File: src/vlpd_pkg.sv
`timescale 1ns / 1ps

package vlpd_pkg;

  localparam int unsigned LenW  = 29;
  localparam int unsigned ByteW = 8;
  localparam int unsigned CntW  = 3;

  localparam logic [LenW-1:0] MaxLenReset = LenW'(32'd16777216);
  localparam logic [CntW-1:0] PrefixMax   = CntW'(3'd4);

  typedef enum logic [2:0] {
    PH_PREFIX  = 3'b001,
    PH_PAYLOAD = 3'b010,
    PH_HALTED  = 3'b100
  } phase_e;

  typedef struct packed {
    logic [ByteW-1:0] out_byte;
    logic             end_of_message;
    logic             length_error;
  } res_t;

endpackage

File: src/vlpd_core.sv
`timescale 1ns / 1ps

module vlpd_core (
  input  logic                        clk_i,
  input  logic                        rst_ni,
  input  logic                        accept_i,
  input  logic [vlpd_pkg::ByteW-1:0]  in_byte_i,
  input  logic                        cfg_we_i,
  input  logic [vlpd_pkg::LenW-1:0]   cfg_data_i,
  output logic                        emit_o,
  output vlpd_pkg::res_t              res_o
);

  vlpd_pkg::phase_e                phase_q, phase_d;
  logic [vlpd_pkg::CntW-1:0]       cnt_q, cnt_d, cnt_inc;
  logic [vlpd_pkg::LenW-1:0]       accum_q, accum_d, accum_add, term;
  logic [vlpd_pkg::LenW-1:0]       left_q, left_d, left_dec;
  logic [vlpd_pkg::LenW-1:0]       max_len_q;
  logic                            done, bad, last;

  always_comb begin
    cnt_inc   = cnt_q + vlpd_pkg::CntW'(1);
    case (cnt_inc)
      3'd1:    term = vlpd_pkg::LenW'(in_byte_i[6:0]);
      3'd2:    term = vlpd_pkg::LenW'({in_byte_i[6:0], 7'd0});
      3'd3:    term = vlpd_pkg::LenW'({in_byte_i[6:0], 14'd0});
      default: term = {in_byte_i, 21'd0};
    endcase
    accum_add = accum_q + term;
    done      = !in_byte_i[7] || (cnt_inc >= vlpd_pkg::PrefixMax);
    bad       = (accum_add == '0) || (accum_add > max_len_q);
    left_dec  = left_q - vlpd_pkg::LenW'(1);
    last      = (left_dec == '0);

    phase_d = phase_q;
    cnt_d   = cnt_q;
    accum_d = accum_q;
    left_d  = left_q;
    emit_o  = 1'b0;
    res_o   = '0;

    if (accept_i) begin
      unique case (phase_q)
        vlpd_pkg::PH_PREFIX: begin
          cnt_d   = cnt_inc;
          accum_d = accum_add;
          if (done) begin
            if (bad) begin
              phase_d            = vlpd_pkg::PH_HALTED;
              emit_o             = 1'b1;
              res_o.length_error = 1'b1;
            end else begin
              left_d  = accum_add;
              phase_d = vlpd_pkg::PH_PAYLOAD;
            end
          end
        end
        vlpd_pkg::PH_PAYLOAD: begin
          left_d               = left_dec;
          emit_o               = 1'b1;
          res_o.out_byte       = in_byte_i;
          res_o.end_of_message = last;
          if (last) begin
            phase_d = vlpd_pkg::PH_PREFIX;
            cnt_d   = '0;
            accum_d = '0;
          end
        end
        default: ;
      endcase
    end
  end

  always_ff @(posedge clk_i or negedge rst_ni) begin
    if (!rst_ni) begin
      phase_q   <= vlpd_pkg::PH_PREFIX;
      cnt_q     <= '0;
      accum_q   <= '0;
      left_q    <= '0;
      max_len_q <= vlpd_pkg::MaxLenReset;
    end else begin
      phase_q <= phase_d;
      cnt_q   <= cnt_d;
      accum_q <= accum_d;
      left_q  <= left_d;
      if (cfg_we_i) begin
        max_len_q <= cfg_data_i;
      end
    end
  end

  // halted swallows every beat
  a_halt_silent: assert property (@(posedge clk_i) disable iff (!rst_ni)
    (phase_q == vlpd_pkg::PH_HALTED) |-> !emit_o)
    else $error("result emitted while halted");

  a_err_halts: assert property (@(posedge clk_i) disable iff (!rst_ni)
    (emit_o && res_o.length_error) |=> (phase_q == vlpd_pkg::PH_HALTED))
    else $error("length error did not halt");

  a_payload_len: assert property (@(posedge clk_i) disable iff (!rst_ni)
    (phase_q == vlpd_pkg::PH_PAYLOAD) |-> (left_q != '0))
    else $error("payload phase with no bytes left");

  a_prefix_cnt: assert property (@(posedge clk_i) disable iff (!rst_ni)
    (phase_q == vlpd_pkg::PH_PREFIX) |-> (cnt_q < vlpd_pkg::PrefixMax))
    else $error("prefix counter overran");

endmodule

File: src/vlpd_out_buf.sv
`timescale 1ns / 1ps

module vlpd_out_buf (
  input  logic            clk_i,
  input  logic            rst_ni,
  input  logic            push_i,
  input  vlpd_pkg::res_t  res_i,
  output logic            space_o,
  output logic            valid_o,
  input  logic            ready_i,
  output vlpd_pkg::res_t  res_o
);

  vlpd_pkg::res_t mem_q [2];
  logic           wr_q, rd_q;
  logic [1:0]     cnt_q, cnt_d;
  logic           pop;

  assign space_o = (cnt_q != 2'd2);
  assign valid_o = (cnt_q != 2'd0);
  assign pop     = valid_o && ready_i;
  assign res_o   = mem_q[rd_q];

  always_comb begin
    cnt_d = cnt_q;
    if (push_i && !pop) begin
      cnt_d = cnt_q + 2'd1;
    end else if (pop && !push_i) begin
      cnt_d = cnt_q - 2'd1;
    end
  end

  always_ff @(posedge clk_i) begin
    if (push_i) begin
      mem_q[wr_q] <= res_i;
    end
  end

  always_ff @(posedge clk_i or negedge rst_ni) begin
    if (!rst_ni) begin
      wr_q  <= 1'b0;
      rd_q  <= 1'b0;
      cnt_q <= 2'd0;
    end else begin
      cnt_q <= cnt_d;
      if (push_i) begin
        wr_q <= !wr_q;
      end
      if (pop) begin
        rd_q <= !rd_q;
      end
    end
  end

  a_cnt_range: assert property (@(posedge clk_i) disable iff (!rst_ni)
    cnt_q != 2'd3)
    else $error("output buffer count out of range");

  a_no_overflow: assert property (@(posedge clk_i) disable iff (!rst_ni)
    push_i |-> (cnt_q != 2'd2))
    else $error("push into full output buffer");

  a_ptr_track: assert property (@(posedge clk_i) disable iff (!rst_ni)
    (cnt_q == 2'd0 || cnt_q == 2'd2) |-> (wr_q == rd_q))
    else $error("output buffer pointers inconsistent");

endmodule

File: src/varint_length_prefix_deframer.sv
`timescale 1ns / 1ps
// A payload or error beat is written into the output buffer as its input beat is accepted.
// Throughput: one input beat per cycle; a 2-entry output buffer keeps input ready while
// one result waits, so input stalls only when two results are held.
// Reset (async, active low): prefix phase, counters cleared, max_length = 16777216.
// After a length error all input is consumed silently until reset.
module varint_length_prefix_deframer (
  input  logic                        clk_i,
  input  logic                        rst_ni,
  input  logic                        in_valid_i,
  output logic                        in_ready_o,
  input  logic [vlpd_pkg::ByteW-1:0]  in_byte_i,
  output logic                        out_valid_o,
  input  logic                        out_ready_i,
  output logic [vlpd_pkg::ByteW-1:0]  out_byte_o,
  output logic                        end_of_message_o,
  output logic                        length_error_o,
  input  logic                        cfg_valid_i,
  output logic                        cfg_ready_o,
  input  logic [vlpd_pkg::LenW-1:0]   cfg_data_i
);

  logic           accept, emit, space;
  vlpd_pkg::res_t res, out_res;

  assign in_ready_o  = space;
  assign accept      = in_valid_i && space;
  assign cfg_ready_o = 1'b1;

  vlpd_core u_core (
    .clk_i     (clk_i),
    .rst_ni    (rst_ni),
    .accept_i  (accept),
    .in_byte_i (in_byte_i),
    .cfg_we_i  (cfg_valid_i),
    .cfg_data_i(cfg_data_i),
    .emit_o    (emit),
    .res_o     (res)
  );

  vlpd_out_buf u_out_buf (
    .clk_i  (clk_i),
    .rst_ni (rst_ni),
    .push_i (emit),
    .res_i  (res),
    .space_o(space),
    .valid_o(out_valid_o),
    .ready_i(out_ready_i),
    .res_o  (out_res)
  );

  assign out_byte_o       = out_res.out_byte;
  assign end_of_message_o = out_res.end_of_message;
  assign length_error_o   = out_res.length_error;

endmodule

File: config.mk
export PLATFORM = sky130hd
export DESIGN_NAME = varint_length_prefix_deframer
export DESIGN_NICKNAME = d
export VERILOG_FILES = /design/src/vlpd_pkg.sv /design/src/vlpd_core.sv /design/src/vlpd_out_buf.sv /design/src/varint_length_prefix_deframer.sv
export SDC_FILE = /design/constraint.sdc
export NUM_CORES = 1
export LEC_CHECK = 0
export ABC_AREA = 1
export BUFFER_PORTS_ARGS = -buffer_cell sky130_fd_sc_hd__buf_2
export CAP_MARGIN = 5
export CORE_ASPECT_RATIO = 0.8
export CORE_MARGIN = 2
export CORE_UTILIZATION = 40
export CTS_CLUSTER_DIAMETER = 30
export DETAILED_ROUTE_END_ITERATION = 7
export GPL_TIMING_DRIVEN = 0
export PLACE_DENSITY_LB_ADDON = 0.1
export SYNTH_ARGS = -nofsm -noshare
export SYNTH_HDL_FRONTEND = slang
export SYNTH_SLANG_ARGS = --single-unit
File: constraint.sdc
create_clock -name clk_i -period 7.05 [get_ports clk_i]
set_input_delay 0.3525 -clock clk_i [delete_from_list [all_inputs] [get_ports clk_i]]
set_output_delay 0.3525 -clock clk_i [all_outputs]
set_load 0.03 [all_outputs]
==> results_dict.tcl, run 1 <==
set metrics [dict create \
    status "completed" \
    antenna_cells 0 \
    cpPeakStageDelay_ns 0.42 \
    end_kind "register" \
    drv_cap 0 \
    slew-limit-headroom 0.338 \
    drv_slew 0 \
    design.core.area_sq_mm 0.0224 \
    fin_nets 1562 \
    grtUsageTotal 0.246 \
    wirelength_mm 28.4 \
    synth.distinct_cells 41 \
    power_leakage_nw 5.72 \
    total_power_w 0.00476 \
    required_ns 7.35 \
    insertion_delay_ns 0.44 \
    dr_total_vias 8893 \
    vias_per_cell 5.01 \
    gp_congestion 0.933 \
    die_y_microns 139 \
    synthCells 1382 \
    post-dp-hpwl_mm 22.8 \
    die_w_microns 172 \
    ys_async_sr_fraction 0.829 \
    overflow 0 \
    grt_max_degree 70 \
    hold_start "cfg_data_i[3]" \
    ant_nets 0 \
    clockRootBuffer "clkbuf_16" \
    r2r_start "u_core.cnt_q[1]" \
    multi_input_area_sq_mm 0.00510 \
    dp_cells 1741 \
    max_freq_mhz 173 \
    cts_num_sinks 117 \
    synth.largest_area_cell "dfrtp_1" \
    syn_area_sq_mm 0.00907 \
    synth_ff_type "dfrtp_1" \
    critPathArrivalTime_ns 6.07 \
    yosysTopAreaCellShare 0.262 \
    yosys_warnings 0 \
    path_class "reg2reg" \
    utilization 0.463 \
    fp.dieArea_sq_mm 0.0239 \
    grt_antenna_before_repair 0 \
    holdWs_ns 0.127 \
    cts_max_level 4 \
    ios 55 \
    stdcell_count 1774 \
    rsz0062_at_grt "no" \
    drive_above_1_share 0.0858 \
    synth_most_common_cell "nand2_1" \
    startpoint_type "register" \
    numCtsBuffers 17 \
    firstDrtPassIters 7 \
    synthTopCellsByArea "dfrtp_1 26%, nand2_1 21%, ha_1 8.8%" \
    cts_tree "yes" \
    drt_iter0_markers 778 \
    io_buffers 52 \
    synth_edf_count 20 \
    hold_viol 0 \
    tns_ns 0 \
    finalCritPeriodShare 0.818 \
    skew_ns 0.0110 \
    setup_viol 0 \
    cp_max_fo 7 \
    initial_core_util 0.405 \
    crit_top_cell "nand2_1" \
    cts_buffer_depth 2 \
    synth_common_cells "507 x nand2_1, 199 x inv_1, 136 x nor2_1" \
    peakVddDrop_mv 0.226 \
    layout_min_cycle_time_ns 5.77 \
    grt_pass1_wl_mm 44.6 \
    drt-wirelength-per-cell_microns 16.0 \
    slowest_stage "dfrtp_1" \
    num_rows 49 \
    worstSetupStartpoint "u_core.cnt_q[1]" \
    ys_ff_latch 117 \
    drc_errors 0 \
    powerDensity_mw_per_mm2 459 \
    worst_pin_slew_ns 0.994 \
    clkSlewWorstSetupHoldPaths_ns 0.06 \
    fillCellCount 2353 \
    grt_pass1_vias 8119 \
    min_path_type "in2reg" \
    syn_nets 1489 \
    syn_avg_cell_area_sq_um 6.57 \
    synth_seq_area_share 0.334 \
    area_growth_pct 14.3 \
    seq_area_sq_mm 0.00303 \
]
## kinds of logic (layout without fill, tap and decap cells)
family / Yosys count / in the layout / synth area share
flops: 117 / 117 / 0.334
fa+ha+maj: 65 / 65 / 0.0905
xor+xnor: 31 / 31 / 0.0308
buf+inv: 237 / 323 / 0.104
other cells: 1 / 1 / 0.000413
mux: 1 / 1 / 0.00124
compound gates: 102 / 102 / 0.0586
simple gates: 828 / 828 / 0.381
## cells in the final DEF, fill, tap and decap left out, types with 4 or more instances in the layout
| master | synthesis | final |
|---|---|---|
| nand2_1 | 507 | 507 |
| inv_1 | 199 | 199 |
| nor2_1 | 136 | 136 |
| nand3_1 | 112 | 112 |
| dfrtp_1 | 95 | 95 |
| ha_1 | 64 | 64 |
| o21ai_0 | 63 | 63 |
| buf_2 | 1 | 52 |
| a21oi_1 | 30 | 30 |
| clkbuf_1 | 23 | 24 |
| edfxtp_1 | 20 | 20 |
| nand4_1 | 19 | 19 |
| xor2_1 | 18 | 18 |
| clkbuf_16 | 0 | 18 |
| nor3_1 | 12 | 12 |
| xnor2_1 | 12 | 12 |
| nand2_2 | 11 | 11 |
| nand3b_1 | 6 | 6 |
| buf_6 | 6 | 6 |
| nor2_2 | 5 | 5 |
| or2_2 | 5 | 5 |
| nor4_1 | 4 | 4 |
## through the flow
step                      setup WS, ns  cell area, sq um
after floorplan                   2.67              9070
after global placement            1.35              9720
after detailed placement          1.34              9750
after CTS                         1.31             10400
after global routing             0.795             10400
final                             1.28             10400
## what timing repair did
| item | CTS | global route |
|---|---|---|
| gates resized for setup | 0 | 0 |
| endpoints found under the hold margin | 27 | 0 |
| hold buffers | 1 | 0 |
| setup endpoints to repair | 0 | 0 |
| buffers inserted | 0 | 0 |
## area by class of cell
cell class / count / area share
clock inverters: 10 / 0.0112
repair buffers: 54 / 0.0290
inverters: 202 / 0.0731
well taps: 306 / 0.0369
clock buffers: 22 / 0.0478
multi-input cells: 1028 / 0.492
plain buffers: 35 / 0.0179
flip-flops and latches: 117 / 0.292
## worst max-delay path, delay by kind of cell (launching register included)
| family | cells | cell delay, ns |
|---|---|---|
| simple gates | 19 | 2.29 |
| compound gates | 5 | 0.86 |
| xor+xnor | 2 | 0.55 |
| flops | 1 | 0.42 |
| buf+inv | 1 | 0.11 |
| fa+ha+maj | 5 | 1.39 |
## state kept, by name, indices dropped and copies added, names as in the netlist
name,count
u_out_buf.rd_q,1
u_core.accum_q,29
u_out_buf.wr_q,1
u_core.phase_q,3
u_core.max_len_q,29
u_out_buf.cnt_q,2
u_core.left_q,29
u_core.cnt_q,3
u_out_buf.mem_q,20
## final timing paths
| kind | end | slack (ns) | depth (start not counted) |
|---|---|---|---|
| worst max-delay path | u_out_buf.cnt_q[1] | 1.28 | 32 |
| worst min-delay path | u_core.max_len_q[3] | 0.13 | 3 |
| worst max register to register | u_out_buf.cnt_q[1] | 1.28 | 32 |
| worst min register to register | u_out_buf.cnt_q[0] | 0.47 | 1 |
| max in group asynchronous | u_core.max_len_q[24] | 5.90 | 3 |
| min in group asynchronous | u_core.left_q[14] | 0.41 | 2 |
## routing by layer
layer  GRT usage  part of all wire  up-vias
li1            -                 -     4474
met1       0.366              0.49     4093
met2       0.364              0.43      293
met3      0.0468             0.070       33
met4      0.0641             0.014        0
met5           0                 0        -
## report_power, final
group	internal [W]	total, W	switching [W]	leakage [nW]
sequential	0.000885	0.00105	0.000166	1.41
combinational	0.000863	0.00281	0.00195	4.01
clock	0.000570	0.000899	0.000329	0.302
No activity file was read; power rests on OpenSTA's default activity.
==> inputs of run 2 (changes only) <==
--- a/config.mk
+++ b/config.mk
@@ -5,7 +5,7 @@
 export SDC_FILE = /design/constraint.sdc
 export NUM_CORES = 1
 export LEC_CHECK = 0
-export ABC_AREA = 1
+export ABC_AREA = 0
 export BUFFER_PORTS_ARGS = -buffer_cell sky130_fd_sc_hd__buf_2
 export CAP_MARGIN = 5
 export CORE_ASPECT_RATIO = 0.8
==> constraint.sdc (replaced) <==
create_clock -name clk_i -period 4.7 [get_ports clk_i]
set_input_delay 0.235 -clock clk_i [delete_from_list [all_inputs] [get_ports clk_i]]
set_output_delay 0.235 -clock clk_i [all_outputs]
set_load 0.03 [all_outputs]
==> results_dict.tcl, run 2 <==
set metrics [dict create \
    min_path_type "in2reg" \
    hold_viol 0 \
    fin_area_sq_mm 0.0114 \
    yosys.area_share.simple 0.209 \
    top_usage_layer "met2" \
    insertion_delay_ns 0.43 \
    layout_min_cycle_time_ns 5.51 \
    status "finished with violations" \
    synth_mux_area_frac 0.0388 \
    ys_async_sr_fraction 0.829 \
    synth.largest_area_cell "dfrtp_1" \
    synthTopCellsByArea "dfrtp_1 27%, ha_1 9.1%, edfxtp_1 6.8%" \
    power_leakage_nw 5.07 \
    drv_slew 0 \
    cts_max_level 4 \
    syn_avg_cell_area_sq_um 8.54 \
    fin_nets 1275 \
    firstDrtPassIters 5 \
    grt_pass1_vias 8091 \
    grt_pass1_wl_mm 48.2 \
    vias_per_cell 5.96 \
    critical_path_buf_inv_count 4 \
    violations "setup timing" \
    fillCellCount 1999 \
    cts_buffer_depth 2 \
    layout_common_cells "93 x dfrtp_1, 83 x nand2_1, 81 x inv_1, 81 x o21ai_0, 68 x buf_4" \
    synthCells 1032 \
    detailed_place.area_sq_mm 0.00972 \
    setup_viol 56 \
    gp_congestion 0.937 \
    design.core.area_sq_mm 0.0216 \
    clkSlewWorstSetupHoldPaths_ns 0.06 \
    grtUsageTotal 0.280 \
    synth_xor_area_frac 0.0288 \
    grt_max_degree 58 \
    grt_use_met3 0.0894 \
    ios 55 \
    skew_ns 0.0133 \
    drt_iter0_markers 870 \
    ant_nets 0 \
    finalCritPeriodShare 1.17 \
    slowest_stage "dfrtp_2" \
    clockRootBuffer "clkbuf_16" \
    grt_use_met2 0.402 \
    cp_max_fo 10 \
    rsz0062_at_grt "yes" \
    dr_total_vias 8678 \
    area_growth_pct 29.8 \
    cpPeakStageDelay_ns 0.46 \
    required_ns 5.05 \
    fp.dieArea_sq_mm 0.0232 \
    overflow 0 \
    startpoint_type "register" \
    mostFrequentLayoutCell "dfrtp_1" \
    grt_antenna_before_repair 2 \
    path_class "reg2reg" \
    drive_above_1_share 0.277 \
    synth_seq_area_share 0.344 \
    drt-wirelength-per-cell_microns 21.9 \
    synth_fa_ha_area_frac 0.0932 \
    die_w_microns 170 \
    setup_ws_ns -0.809 \
    synth_common_cells "96 x o21ai_0, 95 x dfrtp_1, 87 x nand2_1" \
    slew-limit-headroom 0.266 \
    yosys_warnings 0 \
    num_rows 48 \
    wirelength_mm 32.0 \
    numCtsBuffers 17 \
    cp_top_family "compound AO/OA/AOI/OAI gates" \
    powerDensity_mw_per_mm2 237 \
    worst_pin_slew_ns 1.09 \
    synth_most_common_cell "o21ai_0" \
    initial_core_util 0.407 \
    yosysTopAreaCellShare 0.270 \
    peakVddDrop_mv 0.210 \
    syn_area_sq_mm 0.00881 \
    synth_top_family_by_area "compound AO/OA/AOI/OAI gates" \
    die_y_microns 137 \
    end_kind "register" \
    synth_ff_type "dfrtp_1" \
    critPathArrivalTime_ns 5.86 \
    ys_ff_latch 117 \
    drv_cap 0 \
    io_buffers 52 \
    reg.largest.list "u_core.accum_q (29), u_core.left_q (29), u_core.max_len_q (29)" \
    max_freq_mhz 182 \
    met1_usage 0.397 \
    synth_compound_area_frac 0.217 \
    cts_tree "yes" \
    drc_errors 0 \
    syn_nets 1139 \
    synth_edf_count 20 \
    cts_num_sinks 117 \
    synth.distinct_cells 89 \
    post-dp-hpwl_mm 21.9 \
    total_power_w 0.00271 \
]
-- run 2: timing repair --
item,4_1_cts,5_1_grt
pin swaps,47,22
endpoints found under the hold margin,39,0
cloned,4,0
hold buffers,1,0
buffers inserted,55,8
endpoints found under the setup margin,56,56
resized for setup,97,30
-- run 2: through the flow --
step                      hold slack [ns]  setup WS (ns)   util  cells  TNS (ns)
final                              0.0102         -0.809  0.529   1457    -38.72
after global placement              0.446          -1.52  0.448   1359    -75.14
after global routing              0.00576          -1.05  0.529   1456    -49.37
after CTS                        0.000662         -0.688  0.521   1449    -33.16
after floorplan                   -0.0606         -0.261      -   1032     -5.44
after detailed placement            0.269          -1.49  0.450   1360    -73.43
-- run 2: path summary, 6_finish.rpt --
| check | startpoint | endpoint | slack [ns] | cells after the start |
|---|---|---|---|---|
| worst max-delay path | u_core.cnt_q[0] | u_out_buf.cnt_q[1] | -0.81 | 26 |
| worst min register to register | u_out_buf.cnt_q[1] | u_out_buf.cnt_q[1] | 0.49 | 1 |
| min in group asynchronous | rst_ni | u_core.max_len_q[14] | 0.35 | 2 |
| worst max register to register | u_core.cnt_q[0] | u_out_buf.cnt_q[1] | -0.81 | 26 |
| max in group asynchronous | rst_ni | u_core.phase_q[0] | 3.58 | 3 |
| worst min-delay path | cfg_data_i[13] | u_core.max_len_q[13] | 0.01 | 3 |
-- run 2: worst register-to-register path: stages, from the launching register on --
cell and delay [ns]:
dfrtp_2 0.46, ha_4 0.21, xnor2_4 0.33, clkbuf_8 0.23, and3_1 0.15, ha_1 0.23, buf_4 0.18, a21oi_1 0.26
o21ai_1 0.14, a221oi_2 0.31, nand2_1 0.20, xnor2_4 0.27, inv_1 0.07, ha_1 0.27, nand4_1 0.13, nor2_1 0.14
and3_1 0.19, buf_4 0.12, nand3_1 0.10, o32ai_4 0.31, or2_4 0.21, a21boi_4 0.23, o21ai_4 0.12, ha_4 0.19
xor2_1 0.13, nor2_1 0.12, xor2_1 0.14
-- run 2: logic make-up after synthesis --
family	count (synthesis)
flops	117
buf+inv	144
mux	31
compound gates	288
simple gates	357
other cells	1
fa+ha+maj	65
xor+xnor	29
-- run 2: power breakdown --
group	switching (W)	leakage [nW]	total, W	internal [W]
clock	0.000530	0.287	0.00138	0.000849
sequential	0.00000625	1.28	0.00106	0.00105
combinational	0.000162	3.51	0.000276	0.000113
total	0.000699	5.07	0.00271	0.00201
-- run 2: routing by layer --
metal / routed length [microns] / part of all wire / vias to the layer above
li1: - / - / 4052
met1: 14600 / 0.46 / 4087
met2: 13100 / 0.41 / 458
met3: 3290 / 0.10 / 77
met4: 802 / 0.025 / 4
met5: 93 / 0.0029 / -
-- run 2: area by class of cell --
class / instances / area (sq um) / area share
Multi-Input combinational cell: 771 / 5940 / 0.519
Sequential cell: 117 / 3030 / 0.265
Timing Repair Buffer: 121 / 872 / 0.0763
Clock buffer: 20 / 447 / 0.0391
Tap cell: 275 / 344 / 0.0301
Inverter: 85 / 323 / 0.0282
Buffer: 55 / 322 / 0.0281
Clock inverter: 12 / 154 / 0.0135
Antenna cell: 1 / 2.50 / 0.000219
==> inputs of run 3 (changes only) <==
==> constraint.sdc (replaced) <==
create_clock -name clk_i -period 4.4 [get_ports clk_i]
set_input_delay 0.22 -clock clk_i [delete_from_list [all_inputs] [get_ports clk_i]]
set_output_delay 0.22 -clock clk_i [all_outputs]
set_load 0.03 [all_outputs]
==> results_dict.tcl, run 3 (synthesis gave the netlist of run 2 again) <==
set metrics [dict create \
    gp_congestion 0.946 \
    end_kind "register" \
    cts_max_level 4 \
    startpoint_type "register" \
    firstDrtPassIters 6 \
    setup_viol 56 \
    cts_buffer_depth 2 \
    post-dp-hpwl_mm 21.8 \
    setup_ws_ns -1.07 \
    cts_num_sinks 117 \
    clockRootBuffer "clkbuf_16" \
    hold_viol 1 \
    grt_pass1_vias 7999 \
    drt_iter0_markers 915 \
    drt-wirelength-per-cell_microns 21.6 \
    reg.largest.list "u_core.accum_q (29), u_core.left_q (29), u_core.max_len_q (29)" \
    cts_tree "yes" \
    crit_top_cell "buf_4" \
    area_growth_pct 36.8 \
    layout_min_cycle_time_ns 5.47 \
    drive_above_1_share 0.308 \
    powerDensity_mw_per_mm2 246 \
    grtUsageTotal 0.274 \
    slowest_stage "dfrtp_2" \
    drv_slew 0 \
    design.core.area_sq_mm 0.0216 \
    peakVddDrop_mv 0.190 \
    skew_ns 0.0135 \
    min_path_type "in2reg" \
    slew-limit-headroom 0.281 \
    vias_per_cell 5.92 \
    cp_max_fo 8 \
    tns_ns -54.18 \
    antenna_cells 0 \
    required_ns 4.55 \
    cpPeakStageDelay_ns 0.44 \
    worst_pin_slew_ns 1.07 \
    total_power_w 0.00297 \
    grt_antenna_before_repair 1 \
    utilization 0.557 \
    fp.dieArea_sq_mm 0.0232 \
    ant_nets 0 \
    num_rows 48 \
    grt_pass1_wl_mm 47.6 \
    numCtsBuffers 17 \
    status "finished with violations" \
    path_class "reg2reg" \
    grt_max_degree 53 \
    clkSlewWorstSetupHoldPaths_ns 0.06 \
    cp_top_family "compound AO/OA/AOI/OAI gates" \
    initial_core_util 0.407 \
    insertion_delay_ns 0.44 \
    io_buffers 52 \
    finalCritPeriodShare 1.24 \
    power_leakage_nw 5.30 \
    layout_common_cells "93 x dfrtp_1, 86 x o21ai_0, 85 x buf_4" \
    holdWs_ns -0.000498 \
    rsz0062_at_grt "yes" \
    overflow 0 \
    max_freq_mhz 183 \
    ios 55 \
    wirelength_mm 31.9 \
    critical_path_buf_inv_count 5 \
    die_w_microns 170 \
    drv_cap 0 \
    dr_total_vias 8758 \
    mostFrequentLayoutCell "dfrtp_1" \
    drc_errors 0 \
    critPathArrivalTime_ns 5.61 \
    fin_nets 1299 \
    violations "hold timing, setup timing" \
    die_y_microns 137 \
]
run 3: timing repair:
| action | in CTS | in global routing |
|---|---|---|
| setup endpoints to repair | 56 | 77 |
| pin swaps | 39 | 57 |
| endpoints found under the hold margin | 52 | 1 |
| hold buffers | 9 | 1 |
| resized for setup | 89 | 91 |
| gates cloned | 2 | 0 |
| buffers inserted | 48 | 32 |
run 3: report_power, final:
part	internal, W	switching [W]	leakage, nW
Clock	0.000945	0.000578	0.301
Combinational	0.000134	0.000181	3.72
Sequential	0.00112	0.00000616	1.28
run 3: per-stage QoR:
step	cells	setup slack (ns)	area [sq um]
finish	1480	-1.07	12000
global route	1480	-1.18	12000
CTS	1448	-0.883	11300
detailed placement	1360	-1.73	9720
global placement	1359	-1.76	9690
floorplan	1032	-0.561	9080
run 3: worst min-delay path: stages:
cell and delay [ns]:
buf_2 0.08, nand2_1 0.04, o21ai_0 0.06
run 3: final timing paths:
kind / startpoint / end / slack [ns] / cells after the start
worst max-delay path: u_core.cnt_q[0] / u_out_buf.mem_q[0][8] / -1.07 / 25
worst min-delay path: cfg_data_i[17] / u_core.max_len_q[17] / -0.0005 / 3
worst max register to register: u_core.cnt_q[0] / u_out_buf.mem_q[0][8] / -1.07 / 25
min in group asynchronous: rst_ni / u_core.max_len_q[13] / 0.36 / 2
worst min register to register: u_out_buf.cnt_q[1] / u_out_buf.cnt_q[1] / 0.49 / 1
max in group asynchronous: rst_ni / u_core.max_len_q[24] / 3.31 / 3
run 3: layer usage:
| layer | wire [microns] | global-route usage |
|---|---|---|
| met5 | 0 | 0 |
| met4 | 594 | 0.0760 |
| met3 | 2660 | 0.0674 |
| met2 | 13600 | 0.405 |
| met1 | 15000 | 0.399 |
run 3: area by class of cell:
cell class / count / area [sq um]
Buffer: 55 / 332
Clock buffer: 22 / 475
Clock inverter: 10 / 144
Fill cell: 1928 / 9570
Inverter: 85 / 322
Multi-Input combinational cell: 771 / 6330
Sequential cell: 117 / 3030
Tap cell: 275 / 344
Timing Repair Buffer: 145 / 1060
